`src/hdl/cid_pkg.sv`:
```
// Shared constants and types of the current imbalance detector.
package cid_pkg;

   localparam int DATA_W    = 32;
   localparam int RATE_W    = 7;
   localparam int COUNT_W   = 8;
   localparam int CSR_IDX_W = 3;
   localparam int STEP_W    = $clog2(DATA_W);

   // input size limits that pick the multiply/divide order
   localparam logic [DATA_W-1:0] RISK10_LIMIT  = 32'h028F_5C28;
   localparam logic [DATA_W-1:0] RISK100_LIMIT = 32'h1999_9999;

   localparam logic [RATE_W-1:0]  FULL_RATE = 7'd100;
   localparam logic [COUNT_W-1:0] COUNT_MAX = 8'hFF;

   // register indexes
   localparam logic [CSR_IDX_W-1:0] CSR_IMBALANCE_PERCENT = 3'd0;
   localparam logic [CSR_IDX_W-1:0] CSR_START_LEVEL_A     = 3'd1;
   localparam logic [CSR_IDX_W-1:0] CSR_START_LEVEL_B     = 3'd2;
   localparam logic [CSR_IDX_W-1:0] CSR_COUNT_GATE        = 3'd3;
   localparam logic [CSR_IDX_W-1:0] CSR_DENOMINATOR_MODE  = 3'd4;

   // register reset values
   localparam logic [RATE_W-1:0]  RST_IMBALANCE_PERCENT = 7'd10;
   localparam logic [COUNT_W-1:0] RST_COUNT_GATE        = 8'd3;

   // denominator modes; any other code picks channel B
   localparam logic [1:0] DEN_ACTIVE = 2'd0;
   localparam logic [1:0] DEN_CHAN_A = 2'd1;

   // scaling order of the percent computation
   localparam logic [1:0] SCALE_X100 = 2'd0;   // diff*100/den
   localparam logic [1:0] SCALE_X10  = 2'd1;   // (diff*10/den)*10
   localparam logic [1:0] SCALE_X1   = 2'd2;   // (diff/den)*100

   typedef struct packed {
      logic update;   // commit this item's win decision
      logic hit;      // rate reached the threshold
      logic a_wins;   // channel A strictly larger
   } cid_win_cmd_type;

   typedef struct packed {
      logic channel;    // active channel before the update, 0 A, 1 B
      logic switched;   // this decision toggles the active channel
   } cid_win_stat_type;

endpackage

```
`src/hdl/cid_divider.sv`:
```
// Restoring serial divider, one quotient bit per cycle.
module cid_divider
   import cid_pkg::*;
(
   input  logic              clock,
   input  logic              reset,
   input  logic              start,
   input  logic [DATA_W-1:0] dividend,
   input  logic [DATA_W-1:0] divisor,
   output logic [DATA_W-1:0] quotient,
   output logic              done
);

   logic              busy_ff, busy_in;
   logic              done_ff, done_in;
   logic [STEP_W-1:0] step_ff, step_in;
   logic [DATA_W-1:0] rem_ff, rem_in;
   logic [DATA_W-1:0] quo_ff, quo_in;
   logic [DATA_W-1:0] den_ff, den_in;
   logic [DATA_W:0]   shifted;
   logic [DATA_W:0]   trial;
   logic              fits;

   assign shifted = {rem_ff, quo_ff[DATA_W-1]};
   assign trial   = shifted - {1'b0, den_ff};
   assign fits    = (shifted >= {1'b0, den_ff});

   always_comb begin
      busy_in = busy_ff;
      done_in = 1'b0;
      step_in = step_ff;
      rem_in  = rem_ff;
      quo_in  = quo_ff;
      den_in  = den_ff;
      if (start) begin
         busy_in = 1'b1;
         step_in = '0;
         rem_in  = '0;
         quo_in  = dividend;
         den_in  = divisor;
      end else if (busy_ff) begin
         rem_in  = fits ? trial[DATA_W-1:0] : shifted[DATA_W-1:0];
         quo_in  = {quo_ff[DATA_W-2:0], fits};
         step_in = step_ff + 1'b1;
         // last quotient bit
         if (step_ff == STEP_W'(DATA_W - 1)) begin
            busy_in = 1'b0;
            done_in = 1'b1;
         end
      end
   end

   always_ff @(posedge clock) begin
      if (reset) begin
         busy_ff <= 1'b0;
         done_ff <= 1'b0;
         step_ff <= '0;
      end else begin
         busy_ff <= busy_in;
         done_ff <= done_in;
         step_ff <= step_in;
      end
      rem_ff <= rem_in;
      quo_ff <= quo_in;
      den_ff <= den_in;
   end

   assign quotient = quo_ff;
   assign done     = done_ff;

endmodule

```
`src/hdl/cid_win_tracker.sv`:
```
// Active channel and consecutive win counters with switch decision.
module cid_win_tracker
   import cid_pkg::*;
(
   input  logic               clock,
   input  logic               reset,
   input  logic [COUNT_W-1:0] count_gate,
   input  cid_win_cmd_type    cmd,
   output cid_win_stat_type   stat
);

   logic               channel_ff, channel_in;
   logic [COUNT_W-1:0] count_a_ff, count_a_in;
   logic [COUNT_W-1:0] count_b_ff, count_b_in;
   logic [COUNT_W-1:0] bump_a, bump_b;
   logic               a_side, b_side, switched;

   assign bump_a = (count_a_ff == COUNT_MAX) ? COUNT_MAX : count_a_ff + 1'b1;
   assign bump_b = (count_b_ff == COUNT_MAX) ? COUNT_MAX : count_b_ff + 1'b1;

   // a win only counts for the inactive channel; ties go to B
   assign a_side   = cmd.hit &&  cmd.a_wins &&  channel_ff;
   assign b_side   = cmd.hit && !cmd.a_wins && !channel_ff;
   assign switched = (a_side && (bump_a > count_gate)) ||
                     (b_side && (bump_b > count_gate));

   always_comb begin
      channel_in = channel_ff;
      count_a_in = count_a_ff;
      count_b_in = count_b_ff;
      if (cmd.update) begin
         if (switched) begin
            channel_in = ~channel_ff;
            count_a_in = '0;
            count_b_in = '0;
         end else if (a_side) begin
            count_a_in = bump_a;
            count_b_in = '0;
         end else if (b_side) begin
            count_b_in = bump_b;
            count_a_in = '0;
         end
      end
   end

   always_ff @(posedge clock) begin
      if (reset) begin
         channel_ff <= 1'b0;
         count_a_ff <= '0;
         count_b_ff <= '0;
      end else begin
         channel_ff <= channel_in;
         count_a_ff <= count_a_in;
         count_b_ff <= count_b_in;
      end
   end

   assign stat.channel  = channel_ff;
   assign stat.switched = switched;

endmodule

```
`src/hdl/current_imbalance_detector_unit.sv`:
```
// An input transfer starts DIFF, SCALE, DIV (the 32-step serial divider), RATE and DONE.
// One item at a time: req_tready is high only while the sequencer is idle.
// A zero denominator skips the divider: SCALE goes straight to RATE.
// The result register lets the next item in while a result still waits.
// Synchronous active-high reset clears sequencer, channel, counters and valid, and resets CSRs.
module current_imbalance_detector_unit
   import cid_pkg::*;
(
   input  logic                 clock,
   input  logic                 reset,
   input  logic                 req_tvalid,
   output logic                 req_tready,
   input  logic [63:0]          req_tdata,   // current_a[31:0], current_b[63:32]
   input  logic                 req_tuser,   // normal_mode[0]
   output logic                 rsp_tvalid,
   input  logic                 rsp_tready,
   output logic [15:0]          rsp_tdata,   // imbalance_rate[6:0], imbalance_flag[7],
                                             // channel_switched[8], active_channel[9],
                                             // cf_open_request[10], zero[15:11]
   input  logic                 csr_we,
   input  logic [CSR_IDX_W-1:0] csr_index,
   input  logic [DATA_W-1:0]    csr_wdata
);

   localparam logic [2:0] ST_IDLE  = 3'd0;
   localparam logic [2:0] ST_DIFF  = 3'd1;
   localparam logic [2:0] ST_SCALE = 3'd2;
   localparam logic [2:0] ST_DIV   = 3'd3;
   localparam logic [2:0] ST_RATE  = 3'd4;
   localparam logic [2:0] ST_DONE  = 3'd5;

   // configuration
   logic [RATE_W-1:0]  percent_ff;
   logic [DATA_W-1:0]  start_a_ff, start_b_ff;
   logic [COUNT_W-1:0] gate_ff;
   logic [1:0]         den_mode_ff;

   logic [2:0]         state_ff, state_in;
   logic [DATA_W-1:0]  a_ff, a_in, b_ff, b_in;
   logic               normal_ff, normal_in;
   logic [DATA_W-1:0]  diff_ff, diff_in;
   logic [DATA_W-1:0]  den_ff, den_in;
   logic [1:0]         scale_ff, scale_in;
   logic               a_wins_ff, a_wins_in;
   logic               below_ff, below_in;
   logic               den_zero_ff, den_zero_in;
   logic [RATE_W-1:0]  rate_ff, rate_in;
   logic               rsp_tvalid_ff, rsp_tvalid_in;
   logic [15:0]        rsp_tdata_ff, rsp_tdata_in;

   logic               accept;
   logic               div_start, div_done;
   logic [DATA_W-1:0]  numerator, quotient;
   logic [RATE_W-1:0]  times10;
   logic               out_free, hit, flag;
   cid_win_cmd_type    win_cmd;
   cid_win_stat_type   win_stat;

   assign accept   = req_tvalid && req_tready;
   assign out_free = !rsp_tvalid_ff || rsp_tready;

   always_ff @(posedge clock) begin
      if (reset) begin
         percent_ff  <= RST_IMBALANCE_PERCENT;
         start_a_ff  <= '0;
         start_b_ff  <= '0;
         gate_ff     <= RST_COUNT_GATE;
         den_mode_ff <= DEN_ACTIVE;
      end else if (csr_we) begin
         unique case (csr_index)
            CSR_IMBALANCE_PERCENT: percent_ff  <= csr_wdata[RATE_W-1:0];
            CSR_START_LEVEL_A:     start_a_ff  <= csr_wdata;
            CSR_START_LEVEL_B:     start_b_ff  <= csr_wdata;
            CSR_COUNT_GATE:        gate_ff     <= csr_wdata[COUNT_W-1:0];
            CSR_DENOMINATOR_MODE:  den_mode_ff <= csr_wdata[1:0];
            default: ;
         endcase
      end
   end

   // numerator by shift and add; the scaling order keeps it within 32 bits
   always_comb begin
      case (scale_ff)
         SCALE_X100: numerator = {diff_ff[25:0], 6'b0} + {diff_ff[26:0], 5'b0} +
                                 {diff_ff[29:0], 2'b0};
         SCALE_X10:  numerator = {diff_ff[28:0], 3'b0} + {diff_ff[30:0], 1'b0};
         default:    numerator = diff_ff;
      endcase
   end

   assign times10 = {quotient[3:0], 3'b0} + {2'b0, quotient[3:0], 1'b0};
   assign hit     = (rate_ff >= percent_ff);
   assign flag    = hit && !below_ff;

   always_comb begin
      state_in      = state_ff;
      a_in          = a_ff;
      b_in          = b_ff;
      normal_in     = normal_ff;
      diff_in       = diff_ff;
      den_in        = den_ff;
      scale_in      = scale_ff;
      a_wins_in     = a_wins_ff;
      below_in      = below_ff;
      den_zero_in   = den_zero_ff;
      rate_in       = rate_ff;
      rsp_tvalid_in = rsp_tvalid_ff && !rsp_tready;
      rsp_tdata_in  = rsp_tdata_ff;
      div_start     = 1'b0;
      win_cmd       = '{update: 1'b0, hit: hit, a_wins: a_wins_ff};

      unique case (state_ff)
         ST_IDLE: begin
            if (accept) begin
               a_in      = req_tdata[31:0];
               b_in      = req_tdata[63:32];
               normal_in = req_tuser;
               state_in  = ST_DIFF;
            end
         end
         ST_DIFF: begin
            a_wins_in = (a_ff > b_ff);
            diff_in   = (a_ff > b_ff) ? a_ff - b_ff : b_ff - a_ff;
            below_in  = (a_ff < start_a_ff) && (b_ff < start_b_ff);
            if (den_mode_ff == DEN_ACTIVE) begin
               den_in = win_stat.channel ? b_ff : a_ff;
            end else if (den_mode_ff == DEN_CHAN_A) begin
               den_in = a_ff;
            end else begin
               den_in = b_ff;
            end
            if (a_ff >= RISK100_LIMIT || b_ff >= RISK100_LIMIT) begin
               scale_in = SCALE_X1;
            end else if (a_ff >= RISK10_LIMIT || b_ff >= RISK10_LIMIT) begin
               scale_in = SCALE_X10;
            end else begin
               scale_in = SCALE_X100;
            end
            state_in = ST_SCALE;
         end
         ST_SCALE: begin
            den_zero_in = (den_ff == '0);
            // skip the divider on a zero denominator
            if (den_ff == '0) begin
               state_in = ST_RATE;
            end else begin
               div_start = 1'b1;
               state_in  = ST_DIV;
            end
         end
         ST_DIV: begin
            if (div_done) begin
               state_in = ST_RATE;
            end
         end
         ST_RATE: begin
            if (den_zero_ff) begin
               rate_in = FULL_RATE;
            end else begin
               case (scale_ff)
                  SCALE_X100: rate_in = (quotient >= DATA_W'(FULL_RATE)) ? FULL_RATE
                                                                        : quotient[RATE_W-1:0];
                  SCALE_X10:  rate_in = (quotient >= DATA_W'(10)) ? FULL_RATE : times10;
                  default:    rate_in = (quotient != '0) ? FULL_RATE : '0;
               endcase
            end
            state_in = ST_DONE;
         end
         ST_DONE: begin
            // hold until the result register can take the transfer
            if (out_free) begin
               win_cmd.update = 1'b1;
               rsp_tvalid_in  = 1'b1;
               rsp_tdata_in   = {5'b0,
                                 normal_ff && win_stat.switched,
                                 win_stat.channel ^ win_stat.switched,
                                 win_stat.switched,
                                 flag,
                                 rate_ff};
               state_in       = ST_IDLE;
            end
         end
         default: state_in = ST_IDLE;
      endcase
   end

   always_ff @(posedge clock) begin
      if (reset) begin
         state_ff      <= ST_IDLE;
         rsp_tvalid_ff <= 1'b0;
      end else begin
         state_ff      <= state_in;
         rsp_tvalid_ff <= rsp_tvalid_in;
      end
      a_ff        <= a_in;
      b_ff        <= b_in;
      normal_ff   <= normal_in;
      diff_ff     <= diff_in;
      den_ff      <= den_in;
      scale_ff    <= scale_in;
      a_wins_ff   <= a_wins_in;
      below_ff    <= below_in;
      den_zero_ff <= den_zero_in;
      rate_ff     <= rate_in;
      rsp_tdata_ff <= rsp_tdata_in;
   end

   cid_divider u_divider (
      .clock    (clock),
      .reset    (reset),
      .start    (div_start),
      .dividend (numerator),
      .divisor  (den_ff),
      .quotient (quotient),
      .done     (div_done)
   );

   cid_win_tracker u_win_tracker (
      .clock      (clock),
      .reset      (reset),
      .count_gate (gate_ff),
      .cmd        (win_cmd),
      .stat       (win_stat)
   );

   assign req_tready = (state_ff == ST_IDLE);
   assign rsp_tvalid = rsp_tvalid_ff;
   assign rsp_tdata  = rsp_tdata_ff;

endmodule
```
`config.mk`:
```
export PLATFORM = sky130hd
export DESIGN_NAME = current_imbalance_detector_unit
export DESIGN_NICKNAME = d
export VERILOG_FILES = /design/src/hdl/cid_pkg.sv /design/src/hdl/cid_divider.sv /design/src/hdl/cid_win_tracker.sv /design/src/hdl/current_imbalance_detector_unit.sv
export SDC_FILE = /design/constraint.sdc
export NUM_CORES = 1
export LEC_CHECK = 0
export ABC_AREA = 1
export BUFFER_PORTS_ARGS = -buffer_cell sky130_fd_sc_hd__buf_2
export CELL_PAD_IN_SITES_DETAIL_PLACEMENT = 0
export CELL_PAD_IN_SITES_GLOBAL_PLACEMENT = 1
export CORE_UTILIZATION = 40
export DETAILED_ROUTE_END_ITERATION = 6
export PLACE_DENSITY = 0.85
export RECOVER_POWER = 100
export SLEW_MARGIN = 20
export SYNTH_ARGS = -nofsm -noshare
export SYNTH_HDL_FRONTEND = slang
export SYNTH_SLANG_ARGS = --single-unit
export TNS_END_PERCENT = 50
```
`constraint.sdc`:
```
create_clock -name clock -period 5.6 [get_ports clock]
set_input_delay 1.12 -clock clock [delete_from_list [all_inputs] [get_ports clock]]
set_output_delay 1.12 -clock clock [all_outputs]
set_load 0.05 [all_outputs]
```
# Word level (Yosys, flattened, before mapping)
# Index checks and enable logic that the tools add are counted.
[op_classes]
n_addsub = 10
n_reduce_logical = 40
eq_ne = 17
n_mux = 36
order_cmp = 13
bitwise = 3
[ops]
columns = ["op", "count"]
rows = [
  ["two-way mux 32 bit", 7],
  ["adder 32 bit", 3],
  ["subtractor 32 bit", 3],
  ["greater-or-equal comparator 32 x 26 -> 1 bit, second input constant", 2],
  ["greater-or-equal comparator 32 x 29 -> 1 bit, second input constant", 2],
  ["less-than comparator 32 bit", 2],
  ["two-way mux 8 bit", 8],
  ["case mux 32 bit (2 select lines)", 1],
  ["greater-or-equal comparator 33 x 32 -> 1 bit", 1],
  ["greater-or-equal comparator 32 x 4 -> 1 bit, second input constant", 1],
  ["greater-or-equal comparator 32 x 7 -> 1 bit, second input constant", 1],
  ["> comparator 32 bit", 1],
  ["zero test 32 bit", 1],
  ["nonzero test 32 bit", 1],
  ["two-way mux 7 bit", 3],
  ["case mux 3 bit (6 select lines)", 1],
  ["AND reduction 2 bit", 9],
  ["adder 8 x 1 -> 8 bit, second input constant", 2],
  ["equality test 8 bit, second input constant", 2],
  ["> comparator 8 bit", 2],
  ["case mux 7 bit (2 select lines)", 1],
  ["equality test 3 x 2 -> 1 bit, second input constant", 4],
  ["two-way mux 3 bit", 4],
  ["logical AND 1 bit", 11],
  ["21 further kinds", 46],
]
[totals]
word_cells = 146
inputBits = 105
out_inout_bits = 18
register_bits = 357

# Longest topological paths before layout
[logic_depth]
word_depth = 7
ltp_mapped = 20
mapped_depth_nobuf = 19

# Cells and area by module
# Synthesis repeated with hierarchy kept, for this count alone.
[hier_totals]
cells_unflattened = 4314
area_unflattened_um2 = 29042.9
[by_module_without_submodules]
columns = ["module", "cells_per_inst", "n_inst", "area_each_um2", "seq_area_each_um2"]
rows = [
  ["current_imbalance_detector_unit", 3069, 1, 20532.2, 6266.0],
  ["cid_divider", 990, 1, 6874.1, 2702.6],
  ["cid_win_tracker", 255, 1, 1636.6, 340.3],
]

# Worst setup path after synthesis
# OpenSTA, ideal clock, no wires.
[synth_path]
path_kind = "register -> register"
from = "register state_ff[0]"
to = "register a_wins_ff, enable pin"
period_less_slack_ps = 5709
setup_time_ps = 583
t_arrival_ps = 5127
setup_slack_ps = -109
t_required_ps = 5017
path_buffers = 0
path_stages_with_launch = 3
path_cell_list = "dfxtp_1 -> inv_1 -> nor3_1"
[synth_via]
elab_chain_len = 1
[synth_rtl]
columns = ["item", "line", "rtl"]
rows = [
  ["start, declared", "current_imbalance_detector_unit.sv:38", "logic [2:0] state_ff, state_in;"],
  ["start signal, assigned", "current_imbalance_detector_unit.sv:192", "state_ff <= state_in;"],
  ["equality test 3 x 1 -> 1 bit", "current_imbalance_detector_unit.sv:112", "unique case (state_ff)"],
  ["end signal, assigned", "current_imbalance_detector_unit.sv:201", "a_wins_ff <= a_wins_in;"],
  ["end, declared", "current_imbalance_detector_unit.sv:44", "logic a_wins_ff, a_wins_in;"],
]
# No other way between the ends.
# A chain may end at the register's enable or synchronous reset.

# Worst setup path in the final report
[layout_path]
from = "register state_ff[1]"
to = "register u_divider.quo_ff[3] (netlist: u_divider.quotient[3]), enable pin"
[layout_via]
elab_chain_len = 3
[layout_rtl]
columns = ["item", "line", "rtl"]
rows = [
  ["equality test 3 x 2 -> 1 bit", "current_imbalance_detector_unit.sv:112", ""],
  ["two-way mux 1 bit", "current_imbalance_detector_unit.sv:112", ""],
  ["nonzero test 2 bit (no line)", "n/a", ""],
  ["end signal, assigned", "cid_divider.sv:64", "quo_ff <= quo_in;"],
  ["end, declared", "cid_divider.sv:18", "logic [DATA_W-1:0] quo_ff, quo_in;"],
]
# No other way between the ends.

==> flow_summary_export.csv <==
group,metric,value,unit
synth,synth-compound-area-share,13.09,%
global_route,overflow,0,
sta,rsz0062_at_grt,"no",
power_and_ir_drop,combPwrFrac,59.6,%
min_path,holdPathStages,0,
synth,synth_ff_type,"edfxtp_1",
cts,cts.sinks,357,
cts,post-cts-setup-buffer-count,0,
power_and_ir_drop,power.total,17.99,mW
sta,fmax,218.3,MHz
finish,multi_input_area,15470,um2
floorplanning,ios,123,
power_and_ir_drop,clkPwrFrac,14.8,%
finish,syn2layout_area_growth,9.392,%
power_and_ir_drop,switching_share,51.00,%
critical_path,reg2reg_depth,8,
synth,synth_top_family_by_area,"simple AND/OR/NAND/NOR gates",
cts,cts_resized,0,
placement,place.gp.congestion,0.9370,
synth,async_flop_share,0,%
drt,vias_per_cell,5.130,
synth,synth.largest_area_cell,"edfxtp_1",
sta,fin_skew,0.01875,ns
status,violations,"max-capacitance violations, max-slew violations",
power_and_ir_drop,p_int,8.814,mW
global_route,grt_pass1_vias,24225,
finish,fill_cells,7045,
cts,h-tree-depth,2,
cts,insertion_delay,0.58,ns
synth,yosys_warnings,0,
sta,setup_tns,0,ns
drt,via_count,25239,
synth,syn_area_per_cell,7.013,um2
cts,cts_tree,"done",
finish,antenna_cells,0,
min_path,hold_path_class,"flip-flop to flip-flop",
synth,syn_inst,3936,
sta,slew_headroom,-160.4,%
synth,ys_ff_latch,357,
cts,clkTransAtPathRegs,0.06,ns
critical_path,crit_path_start_kind,"flip-flop",
drt,first_iter_violations,1843,
global_route,grt_start_max_net_pins,89,
cts,holdBufCountCts,0,
power_and_ir_drop,leakage,14.35,nW
drt,drc,0,
cts,cts_buffers,41,
placement,hpwlAfterDp,66.56,mm
drt,ant_nets,0,
floorplanning,die_area,70060,um2
sta,maxSlewViolCount,275,
floorplanning,die-width,264.7,um
synth,synthTopCellsByArea,"edfxtp_1 23%, nand2_1 14%, ha_1 11%",
synth,synth_top_area_share,23.50,%
power_and_ir_drop,sequentialPowerShare,25.6,%
synth,synth_edf_count,216,
critical_path,crit_arrival,4.74,ns
synth,synth-adder-area-share,13.13,%
drt,drt_pass1_iterations,5,
floorplanning,rows,95,
finish,final_common_cell,"nand2_1",
sta,setup_viol,0,
power_and_ir_drop,switchingPower,9.174,mW
synth,muxShareOfSynthArea,0,%
sta,tightestPinTransition,3.906,ns
sta,period_minus_slack,4.580,ns
global_route,grt_pass1_wl,131.0,mm
power_and_ir_drop,powerDensity,595.8,nW/um2
synth,syn_area,27600,um2
critical_path,crit_required,5.76,ns
floorplanning,die_y,264.7,um
cts,cts_max_path_buffers,3,
synth,ys_seq_area_share,33.72,%
global_route,antenna_found_initial,2,
cts,clock-root-buffer,"clkbuf_16",
finish,seqCellArea,9309,um2
floorplanning,coreArea,67750,um2
status,status,"finished with violations",
synth,yosys.area_share.simple,27.69,%
critical_path,critPathKind,"flip-flop to flip-flop",
drt,drt-wirelength-per-cell,16.90,um
synth,synth_cell_type_count,53,
critical_path,cp-end-kind,"flip-flop",
finish,nets,4390,
finish,drive_above_1_share,5.041,%
sta,min_period_over_period,81.79,%
drt,drt_wl_total,83.17,mm
finish,final_cell_mix,"1063 x nand2_1, 615 x inv_1, 367 x nor2_1, 367 x a21oi_1, 258 x nand3_1",
synth,synth-xor-area-share,2.062,%
critical_path,path_max_fanout,70,
job,max_cap_viol_count,6,
placement,placed_cell_area,28910,um2
floorplanning,start_util,40.74,%
global_route,track_usage,23.60,%
sta,finalHoldViolCount,0,
finish,finalInstanceArea,30200,um2
power_and_ir_drop,ir_drop,279.1,uV
placement,portBuffers,117,
[cells by family (layout without fill, tap and decap cells)]
group,Yosys count,count (layout)
compound gates,679,679
xor+xnor,65,65
fa+ha+maj,271,271
buf+inv,720,827
flops,357,357
other cells,1,5
simple gates,1843,1843
[metal layers]
metal | track usage (%) | routed length [um] | vias to the layer above
met5 | 0 | 0 | -
met4 | 9.873 | 3312 | 0
met3 | 2.099 | 3922 | 136
met2 | 39.38 | 38270 | 640
met1 | 31.31 | 37660 | 11509
li1 | - | - | 12954
[power groups by stage]
stage	logic (mW)	clock network [mW]	registers, mW
after floorplan	8.07	0	4.26
after global placement	10.6	0	4.59
after detailed placement	10.6	0	4.61
after CTS	10.7	2.72	4.56
after global routing	12.2	2.82	4.68
final	10.7	2.67	4.60
[through the flow]
| step | instances | worst slack, ns | util (%) | hold slack (ns) |
|---|---|---|---|---|
| final | 4920 | 1.020 | 44.57 | 0.4322 |
| after global routing | 4920 | 0.6718 | 44.57 | 0.4558 |
| after CTS | 4920 | 1.657 | 44.66 | 0.4425 |
| after detailed placement | 4844 | 1.675 | 42.67 | 0.4295 |
| after global placement | 4844 | 1.775 | 42.67 | 0.4196 |
| after floorplan | 3940 | 1.037 | - | 0.4179 |
[final timing paths]
kind	startpoint	end	slack, ns
max	state_ff[1]	u_divider.quotient[3]	1.02
min	den_ff[31]	u_divider.den_ff[31]	0.43
max reg2reg	state_ff[1]	u_divider.quotient[3]	1.02
min reg2reg	den_ff[31]	u_divider.den_ff[31]	0.43
[synth_stat cells (12+ instances only)]
cell      count
nand4_1      52
o21ai_0     205
clkbuf_1     40
edfxtp_1    216
o21ai_1      24
nor3_1       32
nand2_1    1061
inv_1       612
nand3_1     258
fa_1         31
o21bai_1     17
a21o_1       13
xnor2_1      22
nor2_1      366
buf_4        12
a21oi_1     367
dfxtp_1     141
buf_2        26
nand3b_1     22
clkbuf_2     14
ha_1        240
xor2_1       43
o21a_1       12
[registers in the layout, indices dropped and copies added, names as in the netlist, 8 cells and up]
register and flops:
u_divider.quotient 32, u_win_tracker.count_a_ff 8, b_ff 32, u_divider.den_ff 32
gate_ff 8, diff_ff 32, a_ff 32, start_a_ff 32
start_b_ff 32, u_divider.rem_ff 32, u_win_tracker.count_b_ff 8, den_ff 32
rsp_tdata 11
[area by class of cell]
class	instances	area share, %
Inverter	622	7.736
Sequential cell	357	30.83
Clock buffer	54	3.903
Clock inverter	22	0.5718
Multi-Input combinational cell	2863	51.22
Timing Repair Buffer	129	2.122
Tap cell	873	3.617
[critical path, stage by stage (launching register included)]
cell and delay (ns):
dfxtp_1 0.43, inv_1 0.07, nor3_1 0.76, o21ai_4 0.09, buf_4 0.29, inv_1 0.09, buf_4 0.64, nor2_2 0.37
inv_1 1.37
Power figures use the tool's default switching activity.
